File: src/mec_pkg.sv
package mec_pkg;

   // fixed word widths
   localparam int DATA_W = 32;        // Q4.28 words
   localparam int WIDE_W = 66;        // headroom for sums before saturation
   localparam int PROD_W = 2 * DATA_W;
   localparam int CNT_W  = 16;
   localparam int GRAY_W = 8;

   // queue between front and back
   localparam int QUEUE_DEPTH = 2;
   localparam int QPTR_W      = $clog2(QUEUE_DEPTH);
   localparam int QCNT_W      = $clog2(QUEUE_DEPTH + 1);

   // register file
   localparam int ADDR_W    = 5;
   localparam int REG_IDX_W = 3;
   localparam logic [REG_IDX_W-1:0] REG_X_ORIGIN = 3'd0;
   localparam logic [REG_IDX_W-1:0] REG_Y_ORIGIN = 3'd1;
   localparam logic [REG_IDX_W-1:0] REG_X_STEP   = 3'd2;
   localparam logic [REG_IDX_W-1:0] REG_Y_STEP   = 3'd3;
   localparam logic [REG_IDX_W-1:0] REG_MAX_ITER = 3'd4;

   localparam logic signed [DATA_W-1:0] X_ORIGIN_RST = -32'sd536870912;
   localparam logic signed [DATA_W-1:0] Y_ORIGIN_RST = -32'sd402653184;
   localparam logic signed [DATA_W-1:0] X_STEP_RST   = 32'sd786432;
   localparam logic signed [DATA_W-1:0] Y_STEP_RST   = 32'sd786432;
   localparam logic [CNT_W-1:0]         MAX_ITER_RST = 16'd256;

   typedef struct packed {
      logic signed [DATA_W-1:0] x_origin;
      logic signed [DATA_W-1:0] y_origin;
      logic signed [DATA_W-1:0] x_step;
      logic signed [DATA_W-1:0] y_step;
   } coord_cfg_type;

   // one queued point c = cr + i*ci
   typedef struct packed {
      logic signed [DATA_W-1:0] cr;
      logic signed [DATA_W-1:0] ci;
   } point_type;

   localparam logic signed [WIDE_W-1:0] WIDE_MAX =
      {{(WIDE_W - DATA_W + 1){1'b0}}, {(DATA_W - 1){1'b1}}};
   localparam logic signed [WIDE_W-1:0] WIDE_MIN =
      {{(WIDE_W - DATA_W + 1){1'b1}}, {(DATA_W - 1){1'b0}}};

   // clamp to the signed word range
   function automatic logic signed [DATA_W-1:0] sat_word(input logic signed [WIDE_W-1:0] v);
      logic signed [DATA_W-1:0] r;
      if (v > WIDE_MAX) begin
         r = {1'b0, {(DATA_W - 1){1'b1}}};
      end else if (v < WIDE_MIN) begin
         r = {1'b1, {(DATA_W - 1){1'b0}}};
      end else begin
         r = v[DATA_W-1:0];
      end
      return r;
   endfunction

endpackage

File: src/mec_req_if.sv
interface mec_req_if #(
   parameter int COORD_BITS = 12
) ();
   logic                  valid;
   logic                  ready;
   logic [COORD_BITS-1:0] pixel_x;
   logic [COORD_BITS-1:0] pixel_y;

   modport source (output valid, output pixel_x, output pixel_y, input ready);
   modport sink   (input valid, input pixel_x, input pixel_y, output ready);
endinterface

File: src/mec_front.sv
// Maps a pixel to its point c: multiply stage, then add origin and clamp into the queue.
module mec_front #(
   parameter int COORD_BITS = 12
) (
   input  logic                   clock,
   input  logic                   reset,
   mec_req_if.sink                req_ch,
   input  mec_pkg::coord_cfg_type cfg,
   output logic                   push_valid,
   output mec_pkg::point_type     push_data,
   input  logic                   push_ready
);
   import mec_pkg::*;

   localparam int CPROD_W = COORD_BITS + 1 + DATA_W;

   logic                      prod_vld_ff;
   logic signed [CPROD_W-1:0] prod_x_ff, prod_x_in;
   logic signed [CPROD_W-1:0] prod_y_ff, prod_y_in;
   logic                      accept;

   assign req_ch.ready = !prod_vld_ff || push_ready;
   assign accept       = req_ch.valid && req_ch.ready;

   assign prod_x_in = $signed({1'b0, req_ch.pixel_x}) * cfg.x_step;
   assign prod_y_in = $signed({1'b0, req_ch.pixel_y}) * cfg.y_step;

   always_ff @(posedge clock) begin
      if (reset) begin
         prod_vld_ff <= 1'b0;
      end else if (req_ch.ready) begin
         prod_vld_ff <= req_ch.valid;
      end
      if (accept) begin
         prod_x_ff <= prod_x_in;
         prod_y_ff <= prod_y_in;
      end
   end

   assign push_valid   = prod_vld_ff;
   assign push_data.cr = sat_word(WIDE_W'(cfg.x_origin) + WIDE_W'(prod_x_ff));
   assign push_data.ci = sat_word(WIDE_W'(cfg.y_origin) + WIDE_W'(prod_y_ff));

endmodule

File: src/flat_wrapper.sv
// flat-port wrapper written by rule: the top's interface ports become plain ports
module mec_front_flat import mec_pkg::*;
#(
   parameter int COORD_BITS = 12
)
  (clock, reset, cfg, push_valid, push_data, push_ready, req_ch_valid, req_ch_pixel_x, req_ch_pixel_y, req_ch_ready);
  mec_req_if #(.COORD_BITS(COORD_BITS)) req_ch_i ();
  input  logic clock;
  input  logic reset;
  input  mec_pkg::coord_cfg_type cfg;
  output logic push_valid;
  output mec_pkg::point_type push_data;
  input  logic push_ready;
  input wire logic [$bits(req_ch_i.valid)-1:0] req_ch_valid;
  input wire logic [$bits(req_ch_i.pixel_x)-1:0] req_ch_pixel_x;
  input wire logic [$bits(req_ch_i.pixel_y)-1:0] req_ch_pixel_y;
  output wire logic [$bits(req_ch_i.ready)-1:0] req_ch_ready;
  assign req_ch_i.valid = req_ch_valid;
  assign req_ch_i.pixel_x = req_ch_pixel_x;
  assign req_ch_i.pixel_y = req_ch_pixel_y;
  assign req_ch_ready = req_ch_i.ready;
  mec_front #(.COORD_BITS(COORD_BITS)) u_core (.clock(clock), .reset(reset), .req_ch(req_ch_i), .cfg(cfg), .push_valid(push_valid), .push_data(push_data), .push_ready(push_ready));
endmodule
File: config.mk
export PLATFORM = sky130hd
export DESIGN_NAME = mec_front_flat
export DESIGN_NICKNAME = d
export VERILOG_FILES = /design/src/mec_pkg.sv /design/src/mec_req_if.sv /design/src/mec_front.sv /design/src/flat_wrapper.sv
export SDC_FILE = /design/constraint.sdc
export NUM_CORES = 2
export LEC_CHECK = 0
export BUFFER_PORTS_ARGS = -buffer_cell sky130_fd_sc_hd__buf_2
export CAP_MARGIN = 20
export CORE_UTILIZATION = 50
export DETAILED_ROUTE_END_ITERATION = 6
export MAX_ROUTING_LAYER = met4
export PLACE_DENSITY = 0.68
export SYNTH_ARGS = -nofsm -noshare
export SYNTH_HDL_FRONTEND = slang
export SYNTH_SLANG_ARGS = --single-unit
File: constraint.sdc
create_clock -name clock -period 8 [get_ports clock]
set_input_delay 0.4 -clock clock [delete_from_list [all_inputs] [get_ports clock]]
set_output_delay 0.4 -clock clock [all_outputs]
set_load 0.05 [all_outputs]
==> impl_metrics.env <==
export IMPL_outcome="finished clean"
export IMPL_drive_above_1_share=0.07120
export IMPL_hold_path_class="input port to register"
export IMPL_synth_edf_count=90
export IMPL_grt_max_degree=47
export IMPL_rrSetupSlack_ns=6.06
export IMPL_groute_usage_overall=0.2714
export IMPL_syn2layout_area_growth_pct=5.267
export IMPL_io_buffers=221
export IMPL_postCtsHoldBufs=0
export IMPL_finalHoldViolCount=0
export IMPL_worst_slack_ns=1.190
export IMPL_synth_area_top_cells="fa_1 (37%), ha_1 (9.8%), inv_1 (9.3%)"
export IMPL_yosysMostFrequentCell="inv_1"
export IMPL_worst_pin_slew_ns=0.7932
export IMPL_core_area_sq_um=72960
export IMPL_io_pins=222
export IMPL_fin_skew_ns=0.002584
export IMPL_synth_common_cells="inv_1 (913), fa_1 (678), nand2_1 (613)"
export IMPL_finalSetupViolCount=0
export IMPL_path_max_fanout=32
export IMPL_path_class="input port to register"
export IMPL_clock_sinks=91
export IMPL_path_clk_slew_ns=0.06
export IMPL_gp_congestion=0.9549
export IMPL_clock_latency_ns=0.37
export IMPL_die_w_um=273.5
export IMPL_ys_seq_area_frac=0.07389
export IMPL_vias=29566
export IMPL_syn_cell_area_sq_um=36850
export IMPL_fp_dieH_um=273.5
export IMPL_wl_per_cell_um=17.85
export IMPL_min_delay_start="reset"
export IMPL_ctsResizeCount=0
export IMPL_tritoncts_num_buffers=9
export IMPL_fmaxAchievable_ghz=0.1469
export IMPL_first_pass_iters=5
export IMPL_cts_max_path_buffers=2
export IMPL_startpoint_type="input port"
export IMPL_hold_path_depth=2
export IMPL_hold_end="u_core.push_valid$_SDFFE_PP0N_"
export IMPL_vias_per_cell=5.506
export IMPL_wl_um=95850
export IMPL_rsz0062_at_grt="no"
export IMPL_grt_pass1_vias=29395
export IMPL_antenna_found_initial=1
export IMPL_crit_path_end_kind="register"
export IMPL_synthFlopType="edfxtp_1"
export IMPL_overflow=0
export IMPL_root_buffer="clkbuf_16"
export IMPL_maxCapViolCount=0
export IMPL_grt_pass1_wl_um=156700
export IMPL_synth_top_area_frac=0.3684
export IMPL_htreeDepth=3
export IMPL_final_antenna_net_count=0
export IMPL_dpl_worst_slack_ns=0.9451
export IMPL_arrival_ns=6.92
export IMPL_drt_initial_drc_count=2063
export IMPL_die_area_sq_um=74780
export IMPL_rows=99
export IMPL_min_period_over_period=0.8512
export IMPL_avgSynthCellArea_sq_um=8.430
export IMPL_min_period_ns=6.810
export IMPL_yosysWarningCount=0
export IMPL_fillCellCount=6911
export IMPL_start_util=0.5050
export IMPL_setup_tns_ns=0
export IMPL_final_util=0.5316
export IMPL_tritoncts="done"
export IMPL_synth_top_area_cell="fa_1"
export IMPL_hpwlAfterDp_um=78870
export IMPL_ys_seq_elements=91
export IMPL_cp_required_ns=8.11
export IMPL_timing_rr_end="u_core.prod_x_ff[27]$_DFFE_PP_"
export IMPL_yosysUniqueCellTypes=88
export IMPL_final_max_slew_viol_count=0
export IMPL_worstRegToRegCells=3
export IMPL_drc_errors=0
export IMPL_nets=5527
export IMPL_slew_headroom=0.4575
export IMPL_postCtsSetupBuffers=0
export IMPL_synth_nets=5493
export IMPL_reg2reg_from="u_core.push_valid$_SDFFE_PP0N_"
export IMPL_ys_async_sr_fraction=0
export IMPL_syn_inst=4371
==> worst max path at each step <==
stage | start | to | slack [ns] | cells after the start
after global placement | req_ch_pixel_x[9] | u_core.prod_x_ff[44]$_DFFE_PP_ | 1.03 | 21
after floorplan | cfg[50] | u_core.prod_x_ff[44]$_DFFE_PP_ | 1.91 | 22
after CTS | req_ch_pixel_x[4] | u_core.prod_x_ff[44]$_DFFE_PP_ | 1.32 | 21
after detailed placement | req_ch_pixel_x[9] | u_core.prod_x_ff[44]$_DFFE_PP_ | 0.95 | 21
final | req_ch_pixel_x[6] | u_core.prod_x_ff[44]$_DFFE_PP_ | 1.19 | 20
after global routing | req_ch_pixel_x[8] | u_core.prod_x_ff[44]$_DFFE_PP_ | 0.85 | 21
==> area by class of cell <==
cell class	count	area, sq um	area share
Multi-Input combinational cell	3150	29850	0.7696
Inverter	913	3427	0.08835
Sequential cell	91	2723	0.07019
Timing Repair Buffer	240	1249	0.03219
Tap cell	959	1200	0.03094
Clock buffer	11	232.7	0.006000
Clock inverter	5	101.3	0.002613
Antenna cell	1	2.502	0.00006452
==> state kept, by name, summed over array words and instances (netlist names) <==
name	cells
u_core.push_valid	1
u_core.prod_y_ff	45
u_core.prod_x_ff	45
==> worst max-delay path: stages <==
cell and delay (ns):
buf_2 0.54, nand2_1 0.19, fa_1 0.55, fa_1 0.52, inv_1 0.04, ha_1 0.31, fa_1 0.54, inv_1 0.05
fa_1 0.52, inv_1 0.04, ha_1 0.24, or3_1 0.36, o221ai_1 0.35, a211oi_1 0.25, o31ai_1 0.63, a21oi_1 0.22
o41ai_1 0.40, nor3_1 0.10, a2111oi_1 0.49, xnor2_1 0.13
==> through the flow <==
step	hold WS (ns)	cell area [sq um]	std cells
floorplan	0.4691	36850	4371
global placement	0.5021	38450	5353
detailed placement	0.5114	38450	5353
CTS	0.1598	38780	5369
global route	0.1702	38790	5370
finish	0.1799	38790	5370
==> kinds of logic (layout without fill, tap and decap cells) <==
kind of cell	Yosys count	count (layout)	share of synthesized area
AO/OA/AOI/OAI	617	617	0.1173
multiplexers	5	5	0.001358
adder cells (fa/ha/maj)	966	966	0.4662
other	0	1	0
flip-flops	91	91	0.07389
XOR/XNOR	150	150	0.03565
buffers and inverters	1130	1169	0.1168
AND/OR/NAND/NOR	1412	1412	0.1888
==> cell usage in the layout, fill, tap and decap left out, drive strengths merged, types with 13 or more instances in the layout <==
cell type / count
nor4: 14
nand2b: 39
o221ai: 35
a211oi: 29
a31oi: 20
buf: 240
and2: 360
edfxtp: 90
nor3: 60
nand4: 45
o21bai: 24
nor2b: 24
ha: 288
xnor2: 107
o21a: 32
o211ai: 51
fa: 678
a21o: 79
inv: 913
nand2: 613
o21ai: 87
nand3: 76
xor2: 43
nor2: 106
a21oi: 178
nor3b: 13
and3: 20
==> routing by layer <==
metal  share of wire  wire [um]  vias to the layer above  global-route usage
met5               0          0                        -                   -
met4           0.019       1776                        0             0.05498
met2            0.45      42890                      994              0.4111
li1                -          -                    13766                   -
met1            0.47      44820                    14700              0.3894
met3           0.066       6370                      106             0.03561
Power is not shown: default switching activity piles up to over one toggle a cycle in this logic, so the estimate is an artifact.
