--- src/mec_pkg.sv ---
package mec_pkg;

   // fixed word widths
   localparam int DATA_W = 32;        // Q4.28 words
   localparam int WIDE_W = 66;        // headroom for sums before saturation
   localparam int PROD_W = 2 * DATA_W;
   localparam int CNT_W  = 16;
   localparam int GRAY_W = 8;

   // queue between front and back
   localparam int QUEUE_DEPTH = 2;
   localparam int QPTR_W      = $clog2(QUEUE_DEPTH);
   localparam int QCNT_W      = $clog2(QUEUE_DEPTH + 1);

   // register file
   localparam int ADDR_W    = 5;
   localparam int REG_IDX_W = 3;
   localparam logic [REG_IDX_W-1:0] REG_X_ORIGIN = 3'd0;
   localparam logic [REG_IDX_W-1:0] REG_Y_ORIGIN = 3'd1;
   localparam logic [REG_IDX_W-1:0] REG_X_STEP   = 3'd2;
   localparam logic [REG_IDX_W-1:0] REG_Y_STEP   = 3'd3;
   localparam logic [REG_IDX_W-1:0] REG_MAX_ITER = 3'd4;

   localparam logic signed [DATA_W-1:0] X_ORIGIN_RST = -32'sd536870912;
   localparam logic signed [DATA_W-1:0] Y_ORIGIN_RST = -32'sd402653184;
   localparam logic signed [DATA_W-1:0] X_STEP_RST   = 32'sd786432;
   localparam logic signed [DATA_W-1:0] Y_STEP_RST   = 32'sd786432;
   localparam logic [CNT_W-1:0]         MAX_ITER_RST = 16'd256;

   typedef struct packed {
      logic signed [DATA_W-1:0] x_origin;
      logic signed [DATA_W-1:0] y_origin;
      logic signed [DATA_W-1:0] x_step;
      logic signed [DATA_W-1:0] y_step;
   } coord_cfg_type;

   // one queued point c = cr + i*ci
   typedef struct packed {
      logic signed [DATA_W-1:0] cr;
      logic signed [DATA_W-1:0] ci;
   } point_type;

   localparam logic signed [WIDE_W-1:0] WIDE_MAX =
      {{(WIDE_W - DATA_W + 1){1'b0}}, {(DATA_W - 1){1'b1}}};
   localparam logic signed [WIDE_W-1:0] WIDE_MIN =
      {{(WIDE_W - DATA_W + 1){1'b1}}, {(DATA_W - 1){1'b0}}};

   // clamp to the signed word range
   function automatic logic signed [DATA_W-1:0] sat_word(input logic signed [WIDE_W-1:0] v);
      logic signed [DATA_W-1:0] r;
      if (v > WIDE_MAX) begin
         r = {1'b0, {(DATA_W - 1){1'b1}}};
      end else if (v < WIDE_MIN) begin
         r = {1'b1, {(DATA_W - 1){1'b0}}};
      end else begin
         r = v[DATA_W-1:0];
      end
      return r;
   endfunction

endpackage

--- src/mec_queue.sv ---
// Small register FIFO of points between front and back.
module mec_queue (
   input  logic               clock,
   input  logic               reset,
   input  logic               push_valid,
   input  mec_pkg::point_type push_data,
   output logic               push_ready,
   output logic               pop_valid,
   output mec_pkg::point_type pop_data,
   input  logic               pop_ready
);
   import mec_pkg::*;

   point_type         entry_ff [QUEUE_DEPTH];
   logic [QPTR_W-1:0] wr_ptr_ff, wr_ptr_in;
   logic [QPTR_W-1:0] rd_ptr_ff, rd_ptr_in;
   logic [QCNT_W-1:0] count_ff, count_in;
   logic              do_push, do_pop;

   assign push_ready = (count_ff != QCNT_W'(QUEUE_DEPTH));
   assign pop_valid  = (count_ff != '0);
   assign pop_data   = entry_ff[rd_ptr_ff];
   assign do_push    = push_valid && push_ready;
   assign do_pop     = pop_valid && pop_ready;

   assign wr_ptr_in = (wr_ptr_ff == QPTR_W'(QUEUE_DEPTH - 1)) ? '0 : wr_ptr_ff + 1'b1;
   assign rd_ptr_in = (rd_ptr_ff == QPTR_W'(QUEUE_DEPTH - 1)) ? '0 : rd_ptr_ff + 1'b1;
   assign count_in  = count_ff + QCNT_W'(do_push) - QCNT_W'(do_pop);

   always_ff @(posedge clock) begin
      if (reset) begin
         wr_ptr_ff <= '0;
         rd_ptr_ff <= '0;
         count_ff  <= '0;
      end else begin
         if (do_push) begin
            wr_ptr_ff <= wr_ptr_in;
         end
         if (do_pop) begin
            rd_ptr_ff <= rd_ptr_in;
         end
         count_ff <= count_in;
      end
      if (do_push) begin
         entry_ff[wr_ptr_ff] <= push_data;
      end
   end

endmodule

--- config.mk ---
export PLATFORM = sky130hd
export DESIGN_NAME = mec_queue
export DESIGN_NICKNAME = d
export VERILOG_FILES = /design/src/mec_pkg.sv /design/src/mec_queue.sv
export SDC_FILE = /design/constraint.sdc
export NUM_CORES = 1
export LEC_CHECK = 0
export CAP_MARGIN = 20
export CORE_UTILIZATION = 65
export DETAILED_ROUTE_END_ITERATION = 10
export DONT_BUFFER_PORTS = 1
export GPL_TIMING_DRIVEN = 0
export PLACE_DENSITY_LB_ADDON = 0.3
export SLEW_MARGIN = 20
export SYNTH_ARGS = -nofsm -noshare
export SYNTH_HDL_FRONTEND = slang
export SYNTH_SLANG_ARGS = --single-unit
--- constraint.sdc ---
create_clock -name clock -period 6.8 [get_ports clock]
set_input_delay 0.34 -clock clock [delete_from_list [all_inputs] [get_ports clock]]
set_output_delay 0.34 -clock clock [all_outputs]
set_load 0.1 [all_outputs]
==> out/metrics.yaml, run 1 <==
grt:
  grt_pass1_wl_mm: 13.0
  gr-usage-all-layers: 0.249
  grt_max_degree: 40
  first_global_vias: 2504
  grt_overflow: 0
  antenna_found_initial: 0
die:
  rows: 31
  io_pins: 134
  dieArea_um2: 7850
  die_x_um: 88.6
  dieHeight_um: 88.6
  design.core.area_um2: 7250
  start_util: 0.672
sta:
  setup_ws_ns: 4.10
  tightest_slew_ns: 1.15
  min_period_ns: 2.70
  period_share: 0.397
  setup_violations: 0
  rsz0062_at_grt: "no"
  fmaxAchievable_mhz: 371
  timing.hold.ws_ns: 0.0344
  skew_ns: 0.00844
  drv_slew: 0
  slew_headroom: 0.231
  hold_viol: 0
  tns_ns: 0
logic_synthesis:
  synth_warnings: 0
  ys_ff_latch: 133
  syn-instance-count: 228
  syn_area_um2: 4870
  synthesis.nets: 297
  ys_types: 23
  yosysSeqAreaShare: 0.809
  avgSynthCellArea_um2: 21.4
final_layout:
  final_area_um2: 6250
  drive_above_1_share: 0.325
  syn2layout_area_growth_pct: 28.2
  antenna_cells: 0
  nets: 383
  postLayoutCoreUtil: 0.861
power:
  ir_drop_mv: 0.416
  p_leak_nw: 2.13
  powerDensity_nw_per_um2: 473
setup_path:
  cp_top_family: "simple AND/OR/NAND/NOR gates"
  setup.worst_path.class: "flip-flop to flip-flop"
  r2r_start: "count_ff[0]"
  slowest_stage: "nand2b_1"
  slowest_delay_ns: 0.93
  path_max_fanout: 39
  rrSetupSlack_ns: 4.10
  start_kind: "flip-flop"
  critPathCaptureType: "flip-flop"
  cp_num_buf_inv: 2
  worstRegToRegCells: 4
  crit_chain: "nand2b_1, nand3b_1, inv_4, buf_12"
  arrival_ns: 2.90
  r2r-end: "entry_ff[0][48]"
  cp.required_ns: 7.00
clock_network:
  cts_tree: "done"
  cts-htree-levels: 4
  cts-buffers-inserted: 17
  cts_root_buffer: "clkbuf_8"
  clk_path_buf_depth: 2
  cts_sinks: 133
  clk_pin_slew_ns: 0.06
  post-cts-setup-buffer-count: 0
  clock_latency_ns: 0.51
routing:
  wl_mm: 9.37
  drtAntennaViolNets: 0
  first_pass_iters: 4
  vias: 2437
  via_per_inst: 5.73
  drt_iter0_markers: 123
  drcViolationCount: 0
  routedWlPerCell_um: 22.0
flow_run:
  maxCapViolCount: 0
placed_design:
  hpwl_mm: 4.54
  pre_cts_ws_ns: 4.15
  portBuffers: 0
  gp_congestion: 0.712
  postPlaceCellArea_um2: 5040
worst_hold_path:
  hold_class: "primary input to flip-flop"
  holdPathStages: 2
  hold_start: "push_valid"
  hold_end: "wr_ptr_ff"
outcome:
  status: "finished, final reports clean"
[layout by cell type, fill, tap and decap left out]
master	count
mux2_1	1
buf_4	6
buf_12	2
clkbuf_1	2
a32oi_1	1
ha_1	1
buf_2	1
inv_4	1
a211oi_1	1
o21ai_0	2
clkbuf_16	16
xor2_1	1
clkbuf_8	1
or2_2	1
clkinv_4	1
nor2_1	5
edfxtp_1	128
dfxtp_1	5
nand3_1	1
a21bo_2	1
dlygate4sd3_1	65
clkinvlp_4	4
and3_4	1
a21oi_1	1
bufinv_16	2
nand3b_1	1
nor2b_1	2
nand2b_1	1
a21bo_1	1
mux2_2	64
clkinv_2	3
inv_6	2
and2b_1	1
[repair_timing]
action	4_1_cts	5_1_grt
gates resized for setup	0	0
hold buffers	65	0
endpoints found under the hold margin	132	0
[area by class of cell]
cell class / instances / area [um^2]
clock buffer: 19 / 422
multi-input combinational: 87 / 880
timing repair buffer: 67 / 691
tap: 99 / 124
sequential: 133 / 3940
buffer: 7 / 50.0
inverter: 1 / 6.26
clock inverter: 12 / 131
fill: 324 / 1010
[cell families after synthesis]
logic type / count (synthesis) / synth area share
muxes: 65 / 0.150
xor gates and xnor gates: 1 / 0.00180
DFF: 133 / 0.809
AOI/OAI and AO/OA: 7 / 0.0105
adders and majority gates: 1 / 0.00257
and+or+nand+nor: 13 / 0.0144
buffers and inverters: 8 / 0.0110
[stage by stage]
| step | total power [W] | cells |
|---|---|---|
| finish | 0.00296 | 425 |
| global route | 0.00303 | 425 |
| CTS | 0.00294 | 425 |
| detailed placement | 0.00207 | 329 |
| global placement | 0.00206 | 327 |
| floorplan | 0.00201 | 228 |
[flip-flops by register name, summed over array words and instances, names as in the netlist, named ones only]
name / flops
count_ff: 2
entry_ff: 128
rd_ptr_ff: 1
wr_ptr_ff: 1
[how the worst max path moves through the flow]
stage,start,end,slack [ns],depth (start not counted)
after floorplan,count_ff[0],entry_ff[1][0],3.43,2
after global placement,count_ff[0],entry_ff[1][42],2.65,2
after detailed placement,count_ff[0],entry_ff[0][61],4.15,4
after CTS,count_ff[0],entry_ff[0][25],4.14,4
after global routing,count_ff[0],entry_ff[0][48],3.98,4
final,count_ff[0],entry_ff[0][48],4.10,4
[report_power, final]
| group | internal, W | switching (W) |
|---|---|---|
| sequential | 0.000997 | 0.0000270 |
| clock | 0.000519 | 0.000332 |
| combinational | 0.000171 | 0.000910 |
| total | 0.00169 | 0.00127 |
[synth_stat cells]
cell type    n  area (um^2)
nor2_1       5         18.8
a21bo_1      1         10.0
xor2_1       1         8.76
dfxtp_1      5          100
ha_1         1         12.5
nor2b_1      2         12.5
nand3b_1     1         7.51
buf_4        6         45.0
mux2_2      64          721
a211oi_1     1         7.51
and3_1       1         6.26
edfxtp_1   128         3840
or2_2        1         6.26
o21ai_0      2         10.0
nand2b_1     1         6.26
buf_2        1         5.00
a21bo_2      1         10.0
nand3_1      1         5.00
inv_1        1         3.75
a21oi_1      1         5.00
mux2_1       1         11.3
a32oi_1      1         8.76
and2b_1      1         7.51
[per-layer routing]
metal | vias up | GRT usage | part of all wire
met4 | 0 | 0.101 | 0.014
met5 | - | 0 | 0
met1 | 1226 | 0.269 | 0.37
met3 | 12 | 0.0998 | 0.066
li1 | 1082 | - | -
met2 | 117 | 0.438 | 0.55
Power figures use the tool's default switching activity.
==> inputs of run 2 (changes only) <==
--- a/config.mk
+++ b/config.mk
@@ -6,7 +6,7 @@
 export NUM_CORES = 1
 export LEC_CHECK = 0
 export CAP_MARGIN = 20
-export CORE_UTILIZATION = 65
+export CORE_UTILIZATION = 62
 export DETAILED_ROUTE_END_ITERATION = 10
 export DONT_BUFFER_PORTS = 1
 export GPL_TIMING_DRIVEN = 0
==> constraint.sdc (replaced) <==
create_clock -name clock -period 2.75 [get_ports clock]
set_input_delay 0.1375 -clock clock [delete_from_list [all_inputs] [get_ports clock]]
set_output_delay 0.1375 -clock clock [all_outputs]
set_load 0.1 [all_outputs]
==> out/metrics.yaml, run 2 (synthesis results as in run 1) <==
setup_path:
  r2r-end: "entry_ff[0][53]"
  cp.required_ns: 2.99
  setup.worst_path.class: "flip-flop to flip-flop"
  arrival_ns: 2.83
  path_max_fanout: 33
  worstRegToRegCells: 4
  critPathCaptureType: "flip-flop"
  rrSetupSlack_ns: 0.15
  start_kind: "flip-flop"
  r2r_start: "count_ff[0]"
sta:
  tightest_slew_ns: 0.751
  drv_slew: 0
  tns_ns: 0
  min_period_ns: 2.60
  rsz0062_at_grt: "no"
  period_share: 0.945
  fmaxAchievable_mhz: 385
  setup_violations: 0
  hold_viol: 0
  skew_ns: 0.00622
  slew_headroom: 0.498
clock_network:
  cts_sinks: 133
  post-cts-setup-buffer-count: 0
  clock_latency_ns: 0.50
  cts_root_buffer: "clkbuf_8"
  cts_tree: "done"
  cts-htree-levels: 4
  cts-buffers-inserted: 17
  clk_path_buf_depth: 2
  clk_pin_slew_ns: 0.05
final_layout:
  stdcell_count: 426
  antenna_cells: 0
  layout_commonest_cell: "edfxtp_1"
  regMostFlops: "entry_ff"
  final_cell_mix: "128 x edfxtp_1, 67 x dlygate4sd3_1, 64 x mux2_2"
  nets: 385
  reg_top3: "entry_ff: 128 flops, count_ff: 2 flops"
  largest_reg_flops: 128
  final_area_um2: 6250
  syn2layout_area_growth_pct: 28.3
  postLayoutCoreUtil: 0.844
  fill_cells: 346
  drive_above_1_share: 0.327
routing:
  drcViolationCount: 0
  routedWlPerCell_um: 21.2
  vias: 2439
  via_per_inst: 5.73
  drtAntennaViolNets: 0
  first_pass_iters: 5
  drt_iter0_markers: 203
  wl_mm: 9.04
placed_design:
  gp_congestion: 0.709
  postPlaceCellArea_um2: 5050
  portBuffers: 0
  dp_cells: 329
  hpwl_mm: 4.66
worst_hold_path:
  hold_start: "push_valid"
  holdPathStages: 3
  hold_end: "count_ff[1]"
  hold_class: "primary input to flip-flop"
power:
  intPower_w: 0.00407
  p_leak_nw: 2.13
  p_sw_w: 0.00310
  ir_drop_mv: 0.795
  p_clk_frac: 0.274
  power_switching_share: 0.432
  p_total_w: 0.00718
  p_seq_frac: 0.353
  combinationalPowerShare: 0.373
  powerDensity_nw_per_um2: 1150
grt:
  globalRoute.busiestLayer: "met2"
  grt_pass1_wl_mm: 13.7
  grt_max_degree: 55
  antenna_found_initial: 0
  met2_usage: 0.407
  gr-usage-all-layers: 0.230
  gr-usage-met3: 0.0783
  grt_overflow: 0
  grt_use_met1: 0.257
  first_global_vias: 2648
die:
  dieArea_um2: 8220
  io_pins: 134
  start_util: 0.658
  design.core.area_um2: 7410
  die_x_um: 90.6
  rows: 31
  dieHeight_um: 90.6
flow_run:
  maxCapViolCount: 0
outcome:
  status: "finished, final reports clean"
## run 2: cell count changes in the layout (fill, tap and decap cells not counted), sizes merged
cell | before | now
clkbuf | 19 | 17
bufinv | 2 | 1
dlygate4sd3 | 65 | 67
clkinvlp | 4 | 6
inv | 3 | 1
clkinv | 4 | 6
## run 2: critical path: stages (launching register included)
cell        delay, ns
dfxtp_1          0.37
nand2b_2         0.51
nand3b_1         0.33
clkinvlp_4       0.65
buf_12           0.44
## run 2: per-stage QoR
step / setup WS, ns / hold slack (ns)
floorplan: 0.291 / 0.207
global placement: -0.221 / 0.209
detailed placement: 0.197 / 0.210
CTS: 0.173 / 0.00985
global route: 0.0242 / 0.0171
finish: 0.152 / 0.0200
## run 2: what timing repair did
action / 4_1_cts / 5_1_grt
hold buffers: 67 / 0
resized for setup: 0 / 0
hold endpoints to repair: 133 / 0
## run 2: how the worst max path moves through the flow
stage	from	endpoint	slack, ns	depth (start not counted)
2_1_floorplan	count_ff[0]	entry_ff[0][0]	0.29	3
6_report	count_ff[0]	entry_ff[0][53]	0.15	4
3_5_place_dp	count_ff[0]	entry_ff[0][33]	0.20	4
4_1_cts	count_ff[0]	entry_ff[0][33]	0.17	4
3_3_place_gp	count_ff[0]	entry_ff[0][41]	-0.22	3
5_1_grt	count_ff[0]	entry_ff[0][53]	0.02	4
## run 2: routing by layer
metal  part of all wire  vias to the layer above
met2               0.54                      136
li1                   -                     1080
met4              0.017                        0
met1               0.37                     1207
met5                  0                        -
met3              0.068                       16
## run 2: final cells by class
class                   instances  area, um^2  area share
plain buffers                   7        50.0     0.00800
clock buffers                  17         414      0.0662
clock inverters                13         113      0.0180
inverters                       1        7.51     0.00120
multi-input cells              87         882       0.141
flip-flops and latches        133        3940       0.631
well taps                      99         124      0.0198
repair buffers                 69         718       0.115
## run 2: power by group through the flow
stage	clock [W]	combinational, W	sequential (W)
detailed placement	0	0.00257	0.00257
global route	0.00208	0.00273	0.00255
CTS	0.00199	0.00267	0.00253
global placement	0	0.00254	0.00256
floorplan	0	0.00242	0.00255
finish	0.00196	0.00268	0.00253
==> inputs of run 3 (changes only) <==
--- a/config.mk
+++ b/config.mk
@@ -6,7 +6,7 @@
 export NUM_CORES = 1
 export LEC_CHECK = 0
 export CAP_MARGIN = 20
-export CORE_UTILIZATION = 62
+export CORE_UTILIZATION = 35
 export DETAILED_ROUTE_END_ITERATION = 10
 export DONT_BUFFER_PORTS = 1
 export GPL_TIMING_DRIVEN = 0
==> out/metrics.yaml, run 3 (synthesis results as in run 1) <==
power:
  powerDensity_nw_per_um2: 1120
  p_seq_frac: 0.353
  intPower_w: 0.00411
  p_leak_nw: 2.14
  combinationalPowerShare: 0.376
  p_clk_frac: 0.271
  p_sw_w: 0.00302
  ir_drop_mv: 0.500
  power_switching_share: 0.423
  p_total_w: 0.00713
setup_path:
  cp-startpoint: "count_ff[0]"
  r2r-end: "entry_ff[1][3]"
  setup.worst_path.class: "flip-flop to flip-flop"
  start_kind: "flip-flop"
  worstRegToRegCells: 3
  rrSetupSlack_ns: 0.50
  critPathCaptureType: "flip-flop"
  worstSetupEndpoint: "entry_ff[1][3]"
  r2r_start: "count_ff[0]"
  cp.required_ns: 2.84
  arrival_ns: 2.35
  path_max_fanout: 33
die:
  dieHeight_um: 120
  die_x_um: 120
  start_util: 0.364
  dieArea_um2: 14400
  rows: 42
  design.core.area_um2: 13400
  io_pins: 134
final_layout:
  regMostFlops: "entry_ff"
  layout_commonest_cell: "edfxtp_1"
  postLayoutCoreUtil: 0.473
  syn2layout_area_growth_pct: 30.1
  drive_above_1_share: 0.308
  largest_reg_flops: 128
  antenna_cells: 0
  final_area_um2: 6340
  nets: 386
  reg_top3: "entry_ff: 128 flops, count_ff: 2 flops"
  final_cell_mix: "128 x edfxtp_1, 67 x dlygate4sd3_1, 64 x mux2_2"
sta:
  setup_violations: 0
  rsz0062_at_grt: "no"
  fmaxAchievable_mhz: 444
  hold_viol: 0
  period_share: 0.819
  skew_ns: 0.00830
  timing.hold.ws_ns: 0.0448
  tightest_slew_ns: 0.591
  slew_headroom: 0.606
  min_period_ns: 2.25
  drv_slew: 0
grt:
  antenna_found_initial: 0
  first_global_vias: 2521
  gr-usage-all-layers: 0.126
  grt_max_degree: 34
  grt_overflow: 0
  grt_pass1_wl_mm: 12.9
routing:
  drtAntennaViolNets: 0
  routedWlPerCell_um: 16.6
  drt_iter0_markers: 56
  via_per_inst: 4.59
  wl_mm: 8.38
  first_pass_iters: 4
  vias: 2311
  drcViolationCount: 0
outcome:
  status: "finished, final reports clean"
clock_network:
  cts-buffers-inserted: 17
  post-cts-setup-buffer-count: 0
  cts-htree-levels: 4
  clk_pin_slew_ns: 0.05
  clock_latency_ns: 0.41
  cts_sinks: 133
  cts_root_buffer: "clkbuf_16"
  cts-hold-fix-buffers: 67
  cts_tree: "done"
  cts_resized: 0
  clk_path_buf_depth: 2
placed_design:
  gp_congestion: 0.663
  postPlaceCellArea_um2: 5160
  hpwl_mm: 5.29
  portBuffers: 0
flow_run:
  maxCapViolCount: 0
worst_hold_path:
  hold_class: "primary input to flip-flop"
[run 3: cell types whose count changed in the layout (fill, tap and decap cells not counted), moves of 2 or more]
cell        change
clkinv_1        +2
buf_12          +2
clkbuf_1        +5
clkinv_4        -2
clkinvlp_4      -5
[run 3: layer usage]
layer	routed length (um)	vias up	global-route usage
met4	134	0	0.0609
met1	3160	1135	0.124
met3	616	10	0.0551
met5	0	-	0
met2	4470	87	0.223
li1	-	1079	-
[run 3: final cells by class]
class	count	area (um^2)
fill	1148	7060
sequential	133	3940
multi-input combinational	87	882
timing repair buffer	70	731
clock buffer	22	444
tap	176	220
clock inverter	8	61.3
buffer	7	50.0
inverter	1	7.51
[run 3: power groups by stage]
stage	Combinational [W]	Clock [W]	Sequential, W
final	0.00268	0.00193	0.00252
after global routing	0.00276	0.00208	0.00254
after CTS	0.00271	0.00200	0.00252
after detailed placement	0.00262	0	0.00256
after global placement	0.00258	0	0.00256
after floorplan	0.00242	0	0.00255
[run 3: worst min-delay path by stage]
stage                        to  start  depth (start not counted)
floorplan             wr_ptr_ff  reset                          1
global placement      wr_ptr_ff  reset                          1
detailed placement    wr_ptr_ff  reset                          1
CTS                 count_ff[1]  reset                          2
global route        count_ff[1]  reset                          2
finish              count_ff[1]  reset                          2
[run 3: critical path, cell delays in order, from the launching register on]
cell and delay, ns:
dfxtp_1 0.45, nand2b_2 0.56, and3_4 0.62, buf_12 0.28
[run 3: through the flow]
step | TNS, ns | setup slack, ns | std cells
6_report | 0 | 0.498 | 504
5_1_grt | 0 | 0.423 | 504
4_1_cts | 0 | 0.464 | 504
3_5_place_dp | 0 | 0.473 | 407
3_3_place_gp | -25.87 | -0.356 | 404
2_1_floorplan | 0 | 0.291 | 228
